--- config.mk ---
export PLATFORM = sky130hd
export DESIGN_NAME = safety_input_interlock_flat
export DESIGN_NICKNAME = d
export VERILOG_FILES = /design/src/rtl/core/sii_pkg.sv /design/src/rtl/core/sii_if.sv /design/src/rtl/core/sii_pin_lane.sv /design/src/rtl/core/sii_merge.sv /design/src/rtl/core/safety_input_interlock.sv /design/src/flat_wrapper.sv
export SDC_FILE = /design/constraint.sdc
export NUM_CORES = 1
export LEC_CHECK = 0
export ABC_CLOCK_PERIOD_IN_PS = 9900
export BUFFER_PORTS_ARGS = -buffer_cell sky130_fd_sc_hd__clkbuf_2
export CORE_MARGIN = 4
export CORE_UTILIZATION = 50
export CTS_BUF_LIST = sky130_fd_sc_hd__clkbuf_4 sky130_fd_sc_hd__clkbuf_8
export CTS_CLUSTER_SIZE = 28
export DETAILED_ROUTE_END_ITERATION = 10
export PLACE_DENSITY = 0.76
export REMOVE_ABC_BUFFERS = 1
export SYNTH_ARGS = -nofsm -noshare
export SYNTH_HDL_FRONTEND = slang
export SYNTH_SLANG_ARGS = --single-unit
--- constraint.sdc ---
create_clock -name clk -period 9.9 [get_ports clk]
set_input_delay 0 -clock clk [delete_from_list [all_inputs] [get_ports clk]]
set_output_delay 0 -clock clk [all_outputs]
set_load 0.02 [all_outputs]
--- src/rtl/core/sii_pkg.sv ---
// ----------------------------------------------------------------------------
// sii_pkg: shared types and constants of the safety input interlock
// Pin count, action and mode codes, register indexes and the structs that
// pass between the pin lanes, the merge sequencer and the top level.
// ----------------------------------------------------------------------------
package sii_pkg;

  // Number of physical pins handled by the interlock (1 to 32).
  localparam int PIN_COUNT = 32;
  localparam int IDX_W     = (PIN_COUNT > 1) ? $clog2(PIN_COUNT) : 1;

  // Field widths fixed by the interface.
  localparam int LEVEL_W   = 32;
  localparam int MASK_W    = 32;
  localparam int ACTION_W  = 64;
  localparam int CFG_IDX_W = 2;
  localparam int CFG_DAT_W = 64;

  // Configuration register indexes.
  localparam logic [CFG_IDX_W-1:0] REG_PIN_ENABLE  = 2'd0;
  localparam logic [CFG_IDX_W-1:0] REG_PIN_ACTION  = 2'd1;
  localparam logic [CFG_IDX_W-1:0] REG_PIN_INVERT  = 2'd2;

  // Safety action of one pin.
  typedef enum logic [1:0] {
    ACT_NONE         = 2'd0,
    ACT_ESTOP        = 2'd1,
    ACT_PAUSE_TOGGLE = 2'd2,
    ACT_HOME_ALL     = 2'd3
  } act_t;

  // Item mode.
  typedef enum logic [1:0] {
    MODE_TICK        = 2'd0,
    MODE_SET_PAUSE   = 2'd1,
    MODE_CLEAR       = 2'd2,
    MODE_RESET_ESTOP = 2'd3
  } mode_t;

  // Per-pin mapping as seen by a lane.
  typedef struct packed {
    logic en;
    logic invert;
    act_t act;
  } pin_cfg_t;

  // Per-pin result captured by a lane at the start of a tick.
  typedef struct packed {
    logic en;
    logic active;
    logic rising;
    act_t act;
  } pin_t;

  // Input transfer as seen by the merge sequencer.
  typedef struct packed {
    logic  xfer;
    mode_t mode;
    logic  pause_value;
  } start_t;

  // One result item.
  typedef struct packed {
    logic paused_flag;
    logic estop_flag;
    logic home_request;
    logic hardware_advance;
  } result_t;

endpackage

--- src/rtl/core/sii_if.sv ---
// ----------------------------------------------------------------------------
// sii_if: handshake channels of the safety input interlock
// Input item channel, result channel and configuration write channel.
// ----------------------------------------------------------------------------

// Input item channel.
interface sii_in_if;
  logic                        valid;
  logic                        ready;
  logic [1:0]                  mode;
  logic [sii_pkg::LEVEL_W-1:0] input_levels;
  logic                        pause_value;

  modport source (output valid, output mode, output input_levels,
                  output pause_value, input ready);
  modport sink   (input valid, input mode, input input_levels,
                  input pause_value, output ready);
endinterface

// Result channel.
interface sii_out_if;
  logic valid;
  logic ready;
  logic paused_flag;
  logic estop_flag;
  logic home_request;
  logic hardware_advance;

  modport source (output valid, output paused_flag, output estop_flag,
                  output home_request, output hardware_advance, input ready);
  modport sink   (input valid, input paused_flag, input estop_flag,
                  input home_request, input hardware_advance, output ready);
endinterface

// Configuration write channel.
interface sii_cfg_if;
  logic                          valid;
  logic                          ready;
  logic [sii_pkg::CFG_IDX_W-1:0] index;
  logic [sii_pkg::CFG_DAT_W-1:0] data;

  modport source (output valid, output index, output data, input ready);
  modport sink   (input valid, input index, input data, output ready);
endinterface

--- src/rtl/core/sii_pin_lane.sv ---
// ----------------------------------------------------------------------------
// sii_pin_lane: evaluation of one input pin
// Applies the pin's inversion, detects a rising edge against the stored
// last active level and captures the pin's result for the merge walk.
// ----------------------------------------------------------------------------
module sii_pin_lane (
  input  logic              clk,
  input  logic              rst_n,
  input  logic              capture,
  input  logic              level,
  input  sii_pkg::pin_cfg_t pin_cfg,
  output sii_pkg::pin_t     pin
);

  logic          last_r;
  logic          last_nxt;
  logic          active;
  sii_pkg::pin_t pin_r;
  sii_pkg::pin_t pin_nxt;

  // Active level and edge against the previous tick.
  always_comb begin
    active   = level ^ pin_cfg.invert;
    last_nxt = last_r;
    pin_nxt  = pin_r;
    if (capture) begin
      pin_nxt.en     = pin_cfg.en;
      pin_nxt.active = active;
      pin_nxt.rising = active & ~last_r;
      pin_nxt.act    = pin_cfg.act;
      // A disabled pin keeps its last level.
      if (pin_cfg.en) begin
        last_nxt = active;
      end
    end
  end

  // Last level is state; the captured result is payload.
  always_ff @(posedge clk) begin
    if (!rst_n) begin
      last_r <= 1'b0;
    end else begin
      last_r <= last_nxt;
    end
  end

  always_ff @(posedge clk) begin
    pin_r <= pin_nxt;
  end

  assign pin = pin_r;

endmodule

--- src/rtl/core/sii_merge.sv ---
// ----------------------------------------------------------------------------
// sii_merge: flag sequencer of the safety input interlock
// Walks the lane results one pin per cycle in ascending order, updating the
// latched e-stop and pause flags, applies mode items and holds the result.
// ----------------------------------------------------------------------------
module sii_merge (
  input  logic                 clk,
  input  logic                 rst_n,
  input  sii_pkg::start_t      start,
  input  sii_pkg::pin_t        pins [sii_pkg::PIN_COUNT],
  input  logic                 out_ready,
  output logic                 in_ready,
  output logic                 out_valid,
  output sii_pkg::result_t     result
);

  typedef enum logic [2:0] {
    S_IDLE = 3'b001,
    S_WALK = 3'b010,
    S_FIN  = 3'b100
  } state_t;

  state_t                    state_r,     state_nxt;
  logic [sii_pkg::IDX_W-1:0] idx_r,       idx_nxt;
  logic                      estop_r,     estop_nxt;
  logic                      pause_r,     pause_nxt;
  logic                      home_r,      home_nxt;
  logic                      adv_r,       adv_nxt;
  logic                      out_valid_r, out_valid_nxt;
  sii_pkg::result_t          result_r,    result_nxt;
  sii_pkg::pin_t             cur;

  assign cur = pins[idx_r];

  // Sequencer and flag updates.
  always_comb begin
    state_nxt     = state_r;
    idx_nxt       = idx_r;
    estop_nxt     = estop_r;
    pause_nxt     = pause_r;
    home_nxt      = home_r;
    adv_nxt       = adv_r;
    out_valid_nxt = out_valid_r;
    result_nxt    = result_r;

    if (out_valid_r && out_ready) begin
      out_valid_nxt = 1'b0;
    end

    case (state_r)
      S_IDLE: begin
        if (start.xfer) begin
          home_nxt  = 1'b0;
          adv_nxt   = 1'b0;
          state_nxt = S_FIN;
          case (start.mode)
            sii_pkg::MODE_TICK: begin
              adv_nxt   = ~pause_r;
              idx_nxt   = '0;
              state_nxt = S_WALK;
            end
            sii_pkg::MODE_SET_PAUSE: begin
              pause_nxt = start.pause_value;
            end
            sii_pkg::MODE_CLEAR: begin
              estop_nxt = 1'b0;
              pause_nxt = 1'b0;
            end
            default: begin
              estop_nxt = 1'b0;
            end
          endcase
        end
      end
      S_WALK: begin
        // One pin per cycle; later pins see the flags left by earlier ones.
        if (cur.en) begin
          case (cur.act)
            sii_pkg::ACT_ESTOP: begin
              if (cur.active) begin
                estop_nxt = 1'b1;
                pause_nxt = 1'b1;
              end else begin
                estop_nxt = 1'b0;
              end
            end
            sii_pkg::ACT_PAUSE_TOGGLE: begin
              if (cur.rising && !estop_r) begin
                pause_nxt = ~pause_r;
              end
            end
            sii_pkg::ACT_HOME_ALL: begin
              if (cur.rising && !pause_r && !estop_r) begin
                home_nxt = 1'b1;
              end
            end
            default: begin
            end
          endcase
        end
        if (idx_r == sii_pkg::IDX_W'(sii_pkg::PIN_COUNT - 1)) begin
          state_nxt = S_FIN;
        end else begin
          idx_nxt = idx_r + 1'b1;
        end
      end
      S_FIN: begin
        // Load the output register as soon as it is free.
        if (!out_valid_r || out_ready) begin
          result_nxt.paused_flag      = pause_r;
          result_nxt.estop_flag       = estop_r;
          result_nxt.home_request     = home_r;
          result_nxt.hardware_advance = adv_r;
          out_valid_nxt               = 1'b1;
          state_nxt                   = S_IDLE;
        end
      end
      default: begin
        state_nxt = S_IDLE;
      end
    endcase
  end

  always_ff @(posedge clk) begin
    if (!rst_n) begin
      state_r     <= S_IDLE;
      idx_r       <= '0;
      estop_r     <= 1'b0;
      pause_r     <= 1'b0;
      home_r      <= 1'b0;
      adv_r       <= 1'b0;
      out_valid_r <= 1'b0;
    end else begin
      state_r     <= state_nxt;
      idx_r       <= idx_nxt;
      estop_r     <= estop_nxt;
      pause_r     <= pause_nxt;
      home_r      <= home_nxt;
      adv_r       <= adv_nxt;
      out_valid_r <= out_valid_nxt;
    end
  end

  always_ff @(posedge clk) begin
    result_r <= result_nxt;
  end

  assign in_ready  = (state_r == S_IDLE);
  assign out_valid = out_valid_r;
  assign result    = result_r;

  // A tick transfer starts the walk at pin zero.
  a_tick_starts_walk: assert property (@(posedge clk) disable iff (!rst_n)
    (start.xfer && start.mode == sii_pkg::MODE_TICK)
      |=> (state_r == S_WALK && idx_r == '0))
    else $error("tick transfer did not start the pin walk at pin zero");

  // A mode item goes straight to the result stage.
  a_mode_to_fin: assert property (@(posedge clk) disable iff (!rst_n)
    (start.xfer && start.mode != sii_pkg::MODE_TICK)
      |=> (state_r == S_FIN && !home_r && !adv_r))
    else $error("mode item did not go to the result stage cleanly");

  // The result stage fills a free output register and goes back to idle.
  a_fin_loads_output: assert property (@(posedge clk) disable iff (!rst_n)
    (state_r == S_FIN && !out_valid_r) |=> (out_valid_r && state_r == S_IDLE))
    else $error("result stage did not load a free output register");

  // While walking, the walk index steps by one on every pin but the last.
  a_idx_still: assert property (@(posedge clk) disable iff (!rst_n)
    (state_r == S_WALK && idx_r != sii_pkg::IDX_W'(sii_pkg::PIN_COUNT - 1))
      |=> (state_r == S_WALK && idx_r == $past(idx_r) + 1'b1))
    else $error("pin walk skipped or stalled");

endmodule

--- src/rtl/core/safety_input_interlock.sv ---
// ----------------------------------------------------------------------------
// safety_input_interlock: latched e-stop, pause and homing from input pins
// A tick transfer is captured into the pin lanes, then the merge walk steps
//   over the 32 pins, one pin per cycle; a mode item's result needs no walk.
// A new item is accepted only while the sequencer is idle, i.e. once the last
//   result has been loaded into the output register.
// Reset (synchronous, active low) clears the flags, the last pin levels and
//   all configuration registers.
// ----------------------------------------------------------------------------
module safety_input_interlock (
  input  logic      clk,
  input  logic      rst_n,
  sii_in_if.sink    in_ch,
  sii_out_if.source out_ch,
  sii_cfg_if.sink   cfg_ch
);

  logic [sii_pkg::MASK_W-1:0]   enable_r,  enable_nxt;
  logic [sii_pkg::ACTION_W-1:0] action_r,  action_nxt;
  logic [sii_pkg::MASK_W-1:0]   invert_r,  invert_nxt;
  logic                         in_ready;
  logic                         in_xfer;
  logic                         capture;
  sii_pkg::start_t              start;
  sii_pkg::pin_t                pins [sii_pkg::PIN_COUNT];
  sii_pkg::result_t             result;

  assign in_ch.ready  = in_ready;
  assign in_xfer      = in_ch.valid && in_ready;
  assign capture      = in_xfer && (sii_pkg::mode_t'(in_ch.mode) == sii_pkg::MODE_TICK);
  assign cfg_ch.ready = 1'b1;

  // Configuration registers; a reset e-stop item clears the whole mapping.
  always_comb begin
    enable_nxt = enable_r;
    action_nxt = action_r;
    invert_nxt = invert_r;
    if (cfg_ch.valid) begin
      case (cfg_ch.index)
        sii_pkg::REG_PIN_ENABLE: enable_nxt = cfg_ch.data[sii_pkg::MASK_W-1:0];
        sii_pkg::REG_PIN_ACTION: action_nxt = cfg_ch.data;
        sii_pkg::REG_PIN_INVERT: invert_nxt = cfg_ch.data[sii_pkg::MASK_W-1:0];
        default: begin
        end
      endcase
    end
    if (in_xfer && sii_pkg::mode_t'(in_ch.mode) == sii_pkg::MODE_RESET_ESTOP) begin
      enable_nxt = '0;
      action_nxt = '0;
      invert_nxt = '0;
    end
  end

  always_ff @(posedge clk) begin
    if (!rst_n) begin
      enable_r <= '0;
      action_r <= '0;
      invert_r <= '0;
    end else begin
      enable_r <= enable_nxt;
      action_r <= action_nxt;
      invert_r <= invert_nxt;
    end
  end

  // One lane per pin.
  for (genvar p = 0; p < sii_pkg::PIN_COUNT; p++) begin : g_lane
    sii_pkg::pin_cfg_t pin_cfg;

    assign pin_cfg.en     = enable_r[p];
    assign pin_cfg.invert = invert_r[p];
    assign pin_cfg.act    = sii_pkg::act_t'(action_r[2*p +: 2]);

    sii_pin_lane u_lane (
      .clk     (clk),
      .rst_n   (rst_n),
      .capture (capture),
      .level   (in_ch.input_levels[p]),
      .pin_cfg (pin_cfg),
      .pin     (pins[p])
    );
  end

  // Merge sequencer.
  assign start.xfer        = in_xfer;
  assign start.mode        = sii_pkg::mode_t'(in_ch.mode);
  assign start.pause_value = in_ch.pause_value;

  sii_merge u_merge (
    .clk       (clk),
    .rst_n     (rst_n),
    .start     (start),
    .pins      (pins),
    .out_ready (out_ch.ready),
    .in_ready  (in_ready),
    .out_valid (out_ch.valid),
    .result    (result)
  );

  assign out_ch.paused_flag      = result.paused_flag;
  assign out_ch.estop_flag       = result.estop_flag;
  assign out_ch.home_request     = result.home_request;
  assign out_ch.hardware_advance = result.hardware_advance;

endmodule
--- src/flat_wrapper.sv ---
// flat-port wrapper written by rule: the top's interface ports become plain ports
module safety_input_interlock_flat 
  (clk, rst_n, in_ch_valid, in_ch_mode, in_ch_input_levels, in_ch_pause_value, in_ch_ready, out_ch_valid, out_ch_paused_flag, out_ch_estop_flag, out_ch_home_request, out_ch_hardware_advance, out_ch_ready, cfg_ch_valid, cfg_ch_index, cfg_ch_data, cfg_ch_ready);
  sii_in_if in_ch_i ();
  sii_out_if out_ch_i ();
  sii_cfg_if cfg_ch_i ();
  input  logic clk;
  input  logic rst_n;
  input wire logic [$bits(in_ch_i.valid)-1:0] in_ch_valid;
  input wire logic [$bits(in_ch_i.mode)-1:0] in_ch_mode;
  input wire logic [$bits(in_ch_i.input_levels)-1:0] in_ch_input_levels;
  input wire logic [$bits(in_ch_i.pause_value)-1:0] in_ch_pause_value;
  output wire logic [$bits(in_ch_i.ready)-1:0] in_ch_ready;
  output wire logic [$bits(out_ch_i.valid)-1:0] out_ch_valid;
  output wire logic [$bits(out_ch_i.paused_flag)-1:0] out_ch_paused_flag;
  output wire logic [$bits(out_ch_i.estop_flag)-1:0] out_ch_estop_flag;
  output wire logic [$bits(out_ch_i.home_request)-1:0] out_ch_home_request;
  output wire logic [$bits(out_ch_i.hardware_advance)-1:0] out_ch_hardware_advance;
  input wire logic [$bits(out_ch_i.ready)-1:0] out_ch_ready;
  input wire logic [$bits(cfg_ch_i.valid)-1:0] cfg_ch_valid;
  input wire logic [$bits(cfg_ch_i.index)-1:0] cfg_ch_index;
  input wire logic [$bits(cfg_ch_i.data)-1:0] cfg_ch_data;
  output wire logic [$bits(cfg_ch_i.ready)-1:0] cfg_ch_ready;
  assign in_ch_i.valid = in_ch_valid;
  assign in_ch_i.mode = in_ch_mode;
  assign in_ch_i.input_levels = in_ch_input_levels;
  assign in_ch_i.pause_value = in_ch_pause_value;
  assign in_ch_ready = in_ch_i.ready;
  assign out_ch_valid = out_ch_i.valid;
  assign out_ch_paused_flag = out_ch_i.paused_flag;
  assign out_ch_estop_flag = out_ch_i.estop_flag;
  assign out_ch_home_request = out_ch_i.home_request;
  assign out_ch_hardware_advance = out_ch_i.hardware_advance;
  assign out_ch_i.ready = out_ch_ready;
  assign cfg_ch_i.valid = cfg_ch_valid;
  assign cfg_ch_i.index = cfg_ch_index;
  assign cfg_ch_i.data = cfg_ch_data;
  assign cfg_ch_ready = cfg_ch_i.ready;
  safety_input_interlock u_core (.clk(clk), .rst_n(rst_n), .in_ch(in_ch_i), .out_ch(out_ch_i), .cfg_ch(cfg_ch_i));
endmodule
==> metrics.txt <==
# TYPE chip_impl_metric gauge
chip_impl_info{name="outcome",value="complete, no violations"} 1
chip_impl_metric{name="stage_delay_of_the_slowest_cell_on_the_critical_path",unit="ns"} 0.96
chip_impl_metric{name="core.rowCount",unit=""} 58
chip_impl_metric{name="num_io_pins",unit=""} 113
chip_impl_metric{name="clock_tree.buffer_depth",unit=""} 3
chip_impl_metric{name="place_congestion",unit=""} 0.8296
chip_impl_info{name="setup.worst_path.start_class",value="register"} 1
chip_impl_metric{name="synth-edff-count",unit=""} 164
chip_impl_metric{name="route.antenna.remaining_nets",unit=""} 0
chip_impl_metric{name="power_frac_clock",unit="%"} 41.1
chip_impl_metric{name="timing.final.setup_violations",unit=""} 0
chip_impl_metric{name="timing_hold_violations_final",unit=""} 0
chip_impl_metric{name="detail_route.iter0.violations",unit=""} 702
chip_impl_metric{name="fin_crit_sh",unit="%"} 33.05
chip_impl_metric{name="power_dens_cells",unit="nW/um^2"} 183.2
chip_impl_metric{name="fin_nets",unit=""} 1431
chip_impl_metric{name="drc_errors",unit=""} 0
chip_impl_info{name="cts_tree",value="done"} 1
chip_impl_metric{name="area_growth",unit="%"} 22.08
chip_impl_info{name="synth_top_flop_cell",value="sky130_fd_sc_hd__dfxtp_1"} 1
chip_impl_metric{name="detail_route.wl_per_cell",unit="microns"} 17.89
chip_impl_metric{name="final_util",unit="%"} 62.56
chip_impl_metric{name="dr_total_vias",unit=""} 9131
chip_impl_metric{name="power.sequential.fraction",unit="%"} 52.6
chip_impl_metric{name="grt_remaining_overflow",unit=""} 0
chip_impl_metric{name="synthesis.yosys.warnings",unit=""} 0
chip_impl_metric{name="post_layout_cell_count",unit=""} 1691
chip_impl_metric{name="multi_input_comb_area",unit="sq um"} 4180
chip_impl_metric{name="portBuffers",unit=""} 111
chip_impl_metric{name="final.fill_count",unit=""} 1854
chip_impl_metric{name="grt_max_degree",unit=""} 95
chip_impl_metric{name="cts_sinks",unit=""} 337
chip_impl_metric{name="detailedRoute.firstPassIterationCount",unit=""} 5
chip_impl_info{name="grt_setup_unrepaired",value="false"} 1
chip_impl_metric{name="leakage",unit="nW"} 5.524
chip_impl_info{name="clk_root_buffer_cell",value="sky130_fd_sc_hd__clkbuf_8"} 1
chip_impl_metric{name="routed_wirelength",unit="microns"} 30250
chip_impl_metric{name="dp_hpwl",unit="microns"} 18380
chip_impl_metric{name="grt.total_usage",unit="%"} 21.21
chip_impl_metric{name="final-seq-area",unit="sq um"} 8389
chip_impl_metric{name="synth.avg_cell_area",unit="sq um"} 11.65
chip_impl_metric{name="drive_gt1_share",unit="%"} 18.30
chip_impl_metric{name="p_int",unit="mW"} 2.261
chip_impl_metric{name="tritoncts.num_buffers",unit=""} 51
chip_impl_metric{name="timing.critical_path.required",unit="ns"} 10.36
chip_impl_metric{name="placement_stage_worst_setup_slack",unit="ns"} 6.685
chip_impl_info{name="critPathSlowestCell",value="sky130_fd_sc_hd__buf_4"} 1
chip_impl_metric{name="area_share_of_the_largest_cell_type_after_synthesis",unit="%"} 37.94
chip_impl_metric{name="total_switching_power",unit="mW"} 0.6419
chip_impl_info{name="post-synth-top-area-cell",value="sky130_fd_sc_hd__edfxtp_1"} 1
chip_impl_metric{name="insertedDiodeCount",unit=""} 0
chip_impl_metric{name="synth.yosys.seq_area_share",unit="%"} 64.63
chip_impl_metric{name="p_sw_share",unit="%"} 22.11
chip_impl_info{name="min-delay-path-class",value="input port to register"} 1
chip_impl_metric{name="synth_cell_type_count",unit=""} 42
chip_impl_metric{name="final.setup_skew",unit="ns"} 0.02390
chip_impl_metric{name="die_area",unit="sq um"} 28600
chip_impl_metric{name="htree_num_levels",unit=""} 2
chip_impl_metric{name="post_cts_clock_slew_at_the_launch_and_capture_registers_of_the_worst_setup_and_hold_paths",unit="ns"} 0.07
chip_impl_metric{name="post_route_setup_tns",unit="ns"} 0
chip_impl_metric{name="combPwrFrac",unit="%"} 6.3
chip_impl_metric{name="first_global_vias",unit=""} 9151
chip_impl_metric{name="fin_crit",unit="ns"} 3.272
chip_impl_metric{name="path_max_fanout",unit=""} 94
chip_impl_metric{name="fin_total_pwr",unit="mW"} 2.903
chip_impl_info{name="synth_area_leaders",value="sky130_fd_sc_hd__edfxtp_1 (38%), sky130_fd_sc_hd__dfxtp_1 (27%), sky130_fd_sc_hd__nand2_1 (7.7%)"} 1
chip_impl_info{name="worst_path_cell_trace",value="inv_1 -> nor3_1 -> and3_4 -> buf_4 -> a21oi_1 -> a311oi_1"} 1
chip_impl_metric{name="grt_first_pass_wirelength",unit="microns"} 48160
chip_impl_metric{name="clock_latency",unit="ns"} 0.57
chip_impl_metric{name="maxSlewViolCount",unit=""} 0
chip_impl_info{name="cp-end-kind",value="register"} 1
chip_impl_metric{name="synth_area",unit="sq um"} 12980
chip_impl_metric{name="cp_data_arrival_time",unit="ns"} 3.73
chip_impl_metric{name="placedCellCount",unit=""} 1496
chip_impl_metric{name="synth-seq-cells",unit=""} 337
chip_impl_metric{name="slew_headroom",unit="%"} 20.42
chip_impl_metric{name="dieWidth",unit="microns"} 169.1
chip_impl_metric{name="antenna_violations_before_repair",unit=""} 0
chip_impl_metric{name="worstMarginPinSlew",unit="ns"} 1.194
chip_impl_metric{name="setup_ws_final",unit="ns"} 6.628
chip_impl_metric{name="chipHeight",unit="microns"} 169.1
chip_impl_metric{name="async_flop_share",unit="%"} 0
chip_impl_metric{name="netlist_instances",unit=""} 1114
chip_impl_metric{name="viasPerCell",unit=""} 5.400
chip_impl_metric{name="max_clock_freq",unit="GHz"} 0.3056
chip_impl_metric{name="initial_core_util",unit="%"} 51.24
chip_impl_metric{name="ir_worst_vdd",unit="uV"} 107.0
chip_impl_metric{name="max_cap_violations",unit=""} 0
chip_impl_info{name="crit_type",value="register to register"} 1
chip_impl_metric{name="fp.coreArea",unit="sq um"} 25330
through the flow:
stage          area (sq um)  hold slack [ns]
2_1_floorplan         12680          0.06194
3_3_place_gp          13750           0.2276
3_5_place_dp          13750           0.2309
4_1_cts               15840          0.03698
5_1_grt               15840           0.1029
6_report              15840          0.06414
sequential cells by signal, indices dropped and copies added (netlist names):
name / cells
u_core.action_r: 64
u_core.enable_r: 32
u_core.g_lane.u_lane.last_r: 32
u_core.g_lane.u_lane.pin: 160
u_core.invert_r: 32
u_core.u_merge.adv_r: 1
u_core.u_merge.estop_r: 1
u_core.u_merge.home_r: 1
u_core.u_merge.idx_r: 5
u_core.u_merge.out_valid: 1
u_core.u_merge.pause_r: 1
u_core.u_merge.result: 4
u_core.u_merge.state_r: 3
kinds of logic (layout without fill, tap and decap cells):
kind of cell | after synthesis | after routing | share of synthesized area [%]
other | 1 | 1 | 0.02889
AND/OR/NAND/NOR | 348 | 348 | 10.82
flip-flops | 337 | 337 | 64.63
adder cells (fa/ha/maj) | 6 | 6 | 0.5784
buffers and inverters | 105 | 352 | 3.316
XOR/XNOR | 35 | 35 | 2.362
AO/OA/AOI/OAI | 228 | 228 | 10.32
multiplexers | 54 | 54 | 7.944
worst paths after layout:
kind	start	endpoint	slack [ns]	cells after the start
max	u_core.u_merge.state_r[0]	u_core.g_lane[26].u_lane.last_r	6.63	6
min	in_ch_mode[1]	u_core.u_merge.adv_r	0.06	5
max reg2reg	u_core.u_merge.state_r[0]	u_core.g_lane[26].u_lane.last_r	6.63	6
min reg2reg	u_core.action_r[7]	u_core.g_lane[3].u_lane.pin[1]	0.42	0
synth_stat cells (2+ instances only):
master	n
sky130_fd_sc_hd__nand3b_1	6
sky130_fd_sc_hd__a21oi_1	169
sky130_fd_sc_hd__buf_2	5
sky130_fd_sc_hd__nor2_1	49
sky130_fd_sc_hd__buf_4	2
sky130_fd_sc_hd__and3b_1	2
sky130_fd_sc_hd__a22oi_1	4
sky130_fd_sc_hd__buf_1	6
sky130_fd_sc_hd__a311oi_1	32
sky130_fd_sc_hd__mux4_1	7
sky130_fd_sc_hd__xnor2_1	33
sky130_fd_sc_hd__o22ai_1	4
sky130_fd_sc_hd__nor2b_1	7
sky130_fd_sc_hd__a22o_1	3
sky130_fd_sc_hd__and3_1	3
sky130_fd_sc_hd__dfxtp_1	173
sky130_fd_sc_hd__nor3b_1	3
sky130_fd_sc_hd__o221ai_1	4
sky130_fd_sc_hd__nor3_1	3
sky130_fd_sc_hd__ha_1	6
sky130_fd_sc_hd__mux4_2	30
sky130_fd_sc_hd__inv_1	36
sky130_fd_sc_hd__xor2_1	2
sky130_fd_sc_hd__mux2i_1	16
sky130_fd_sc_hd__buf_6	3
sky130_fd_sc_hd__nand2_1	266
sky130_fd_sc_hd__clkbuf_1	53
sky130_fd_sc_hd__nand2b_1	2
sky130_fd_sc_hd__a211oi_1	8
sky130_fd_sc_hd__nand3_1	2
sky130_fd_sc_hd__edfxtp_1	164
routing by layer:
metal  global-route usage, %  wire length [microns]
met2                   35.15                  14860
met3                   3.480                   1943
met1                   28.29                  12690
met4                   8.330                    761
met5                       0                      0
final cells by class:
class,instances,area share [%]
inverter,36,0.8529
clock inverter,16,0.7976
clock buffer,79,6.112
timing repair buffer,221,10.30
multi-input combinational,672,26.38
sequential,337,52.95
tap,330,2.606
worst max-delay path, delay by kind of cell (launching register included):
| family | cells | cell delay [ns] |
|---|---|---|
| AO/OA/AOI/OAI | 2 | 0.46 |
| buffers and inverters | 2 | 1.08 |
| flip-flops | 1 | 0.38 |
| AND/OR/NAND/NOR | 2 | 1.19 |
power by group through the flow:
stage	sequential [mW]	combinational, mW	clock, mW
after floorplan	1.55	0.0855	0
after global placement	1.56	0.146	0
after detailed placement	1.56	0.150	0
after CTS	1.53	0.182	1.21
after global routing	1.53	0.202	1.27
final	1.53	0.183	1.19
timing repair:
item	4_1_cts	5_1_grt
hold buffers	100	0
hold endpoints to repair	233	0
gates resized for setup	0	0
setup buffers	0	0
cells in the final DEF (no fill, tap or decap), types with 3 or more instances in the layout:
cell	instances
sky130_fd_sc_hd__o221ai_1	4
sky130_fd_sc_hd__a22o_1	3
sky130_fd_sc_hd__nor2b_1	7
sky130_fd_sc_hd__mux4_1	7
sky130_fd_sc_hd__clkbuf_2	111
sky130_fd_sc_hd__clkinv_2	8
sky130_fd_sc_hd__o22ai_1	4
sky130_fd_sc_hd__ha_1	6
sky130_fd_sc_hd__clkbuf_4	19
sky130_fd_sc_hd__dfxtp_1	172
sky130_fd_sc_hd__nor2_1	49
sky130_fd_sc_hd__mux2i_1	16
sky130_fd_sc_hd__buf_4	10
sky130_fd_sc_hd__nand3b_1	6
sky130_fd_sc_hd__dlygate4sd3_1	100
sky130_fd_sc_hd__a22oi_1	4
sky130_fd_sc_hd__a21oi_1	169
sky130_fd_sc_hd__a311oi_1	32
sky130_fd_sc_hd__a211oi_1	8
sky130_fd_sc_hd__mux4_2	30
sky130_fd_sc_hd__edfxtp_1	164
sky130_fd_sc_hd__clkbuf_8	60
sky130_fd_sc_hd__nor3_1	3
sky130_fd_sc_hd__xnor2_1	33
sky130_fd_sc_hd__nand2_1	265
sky130_fd_sc_hd__clkinv_1	5
sky130_fd_sc_hd__inv_1	36
Note: power is estimated with default switching activity, not from simulation.
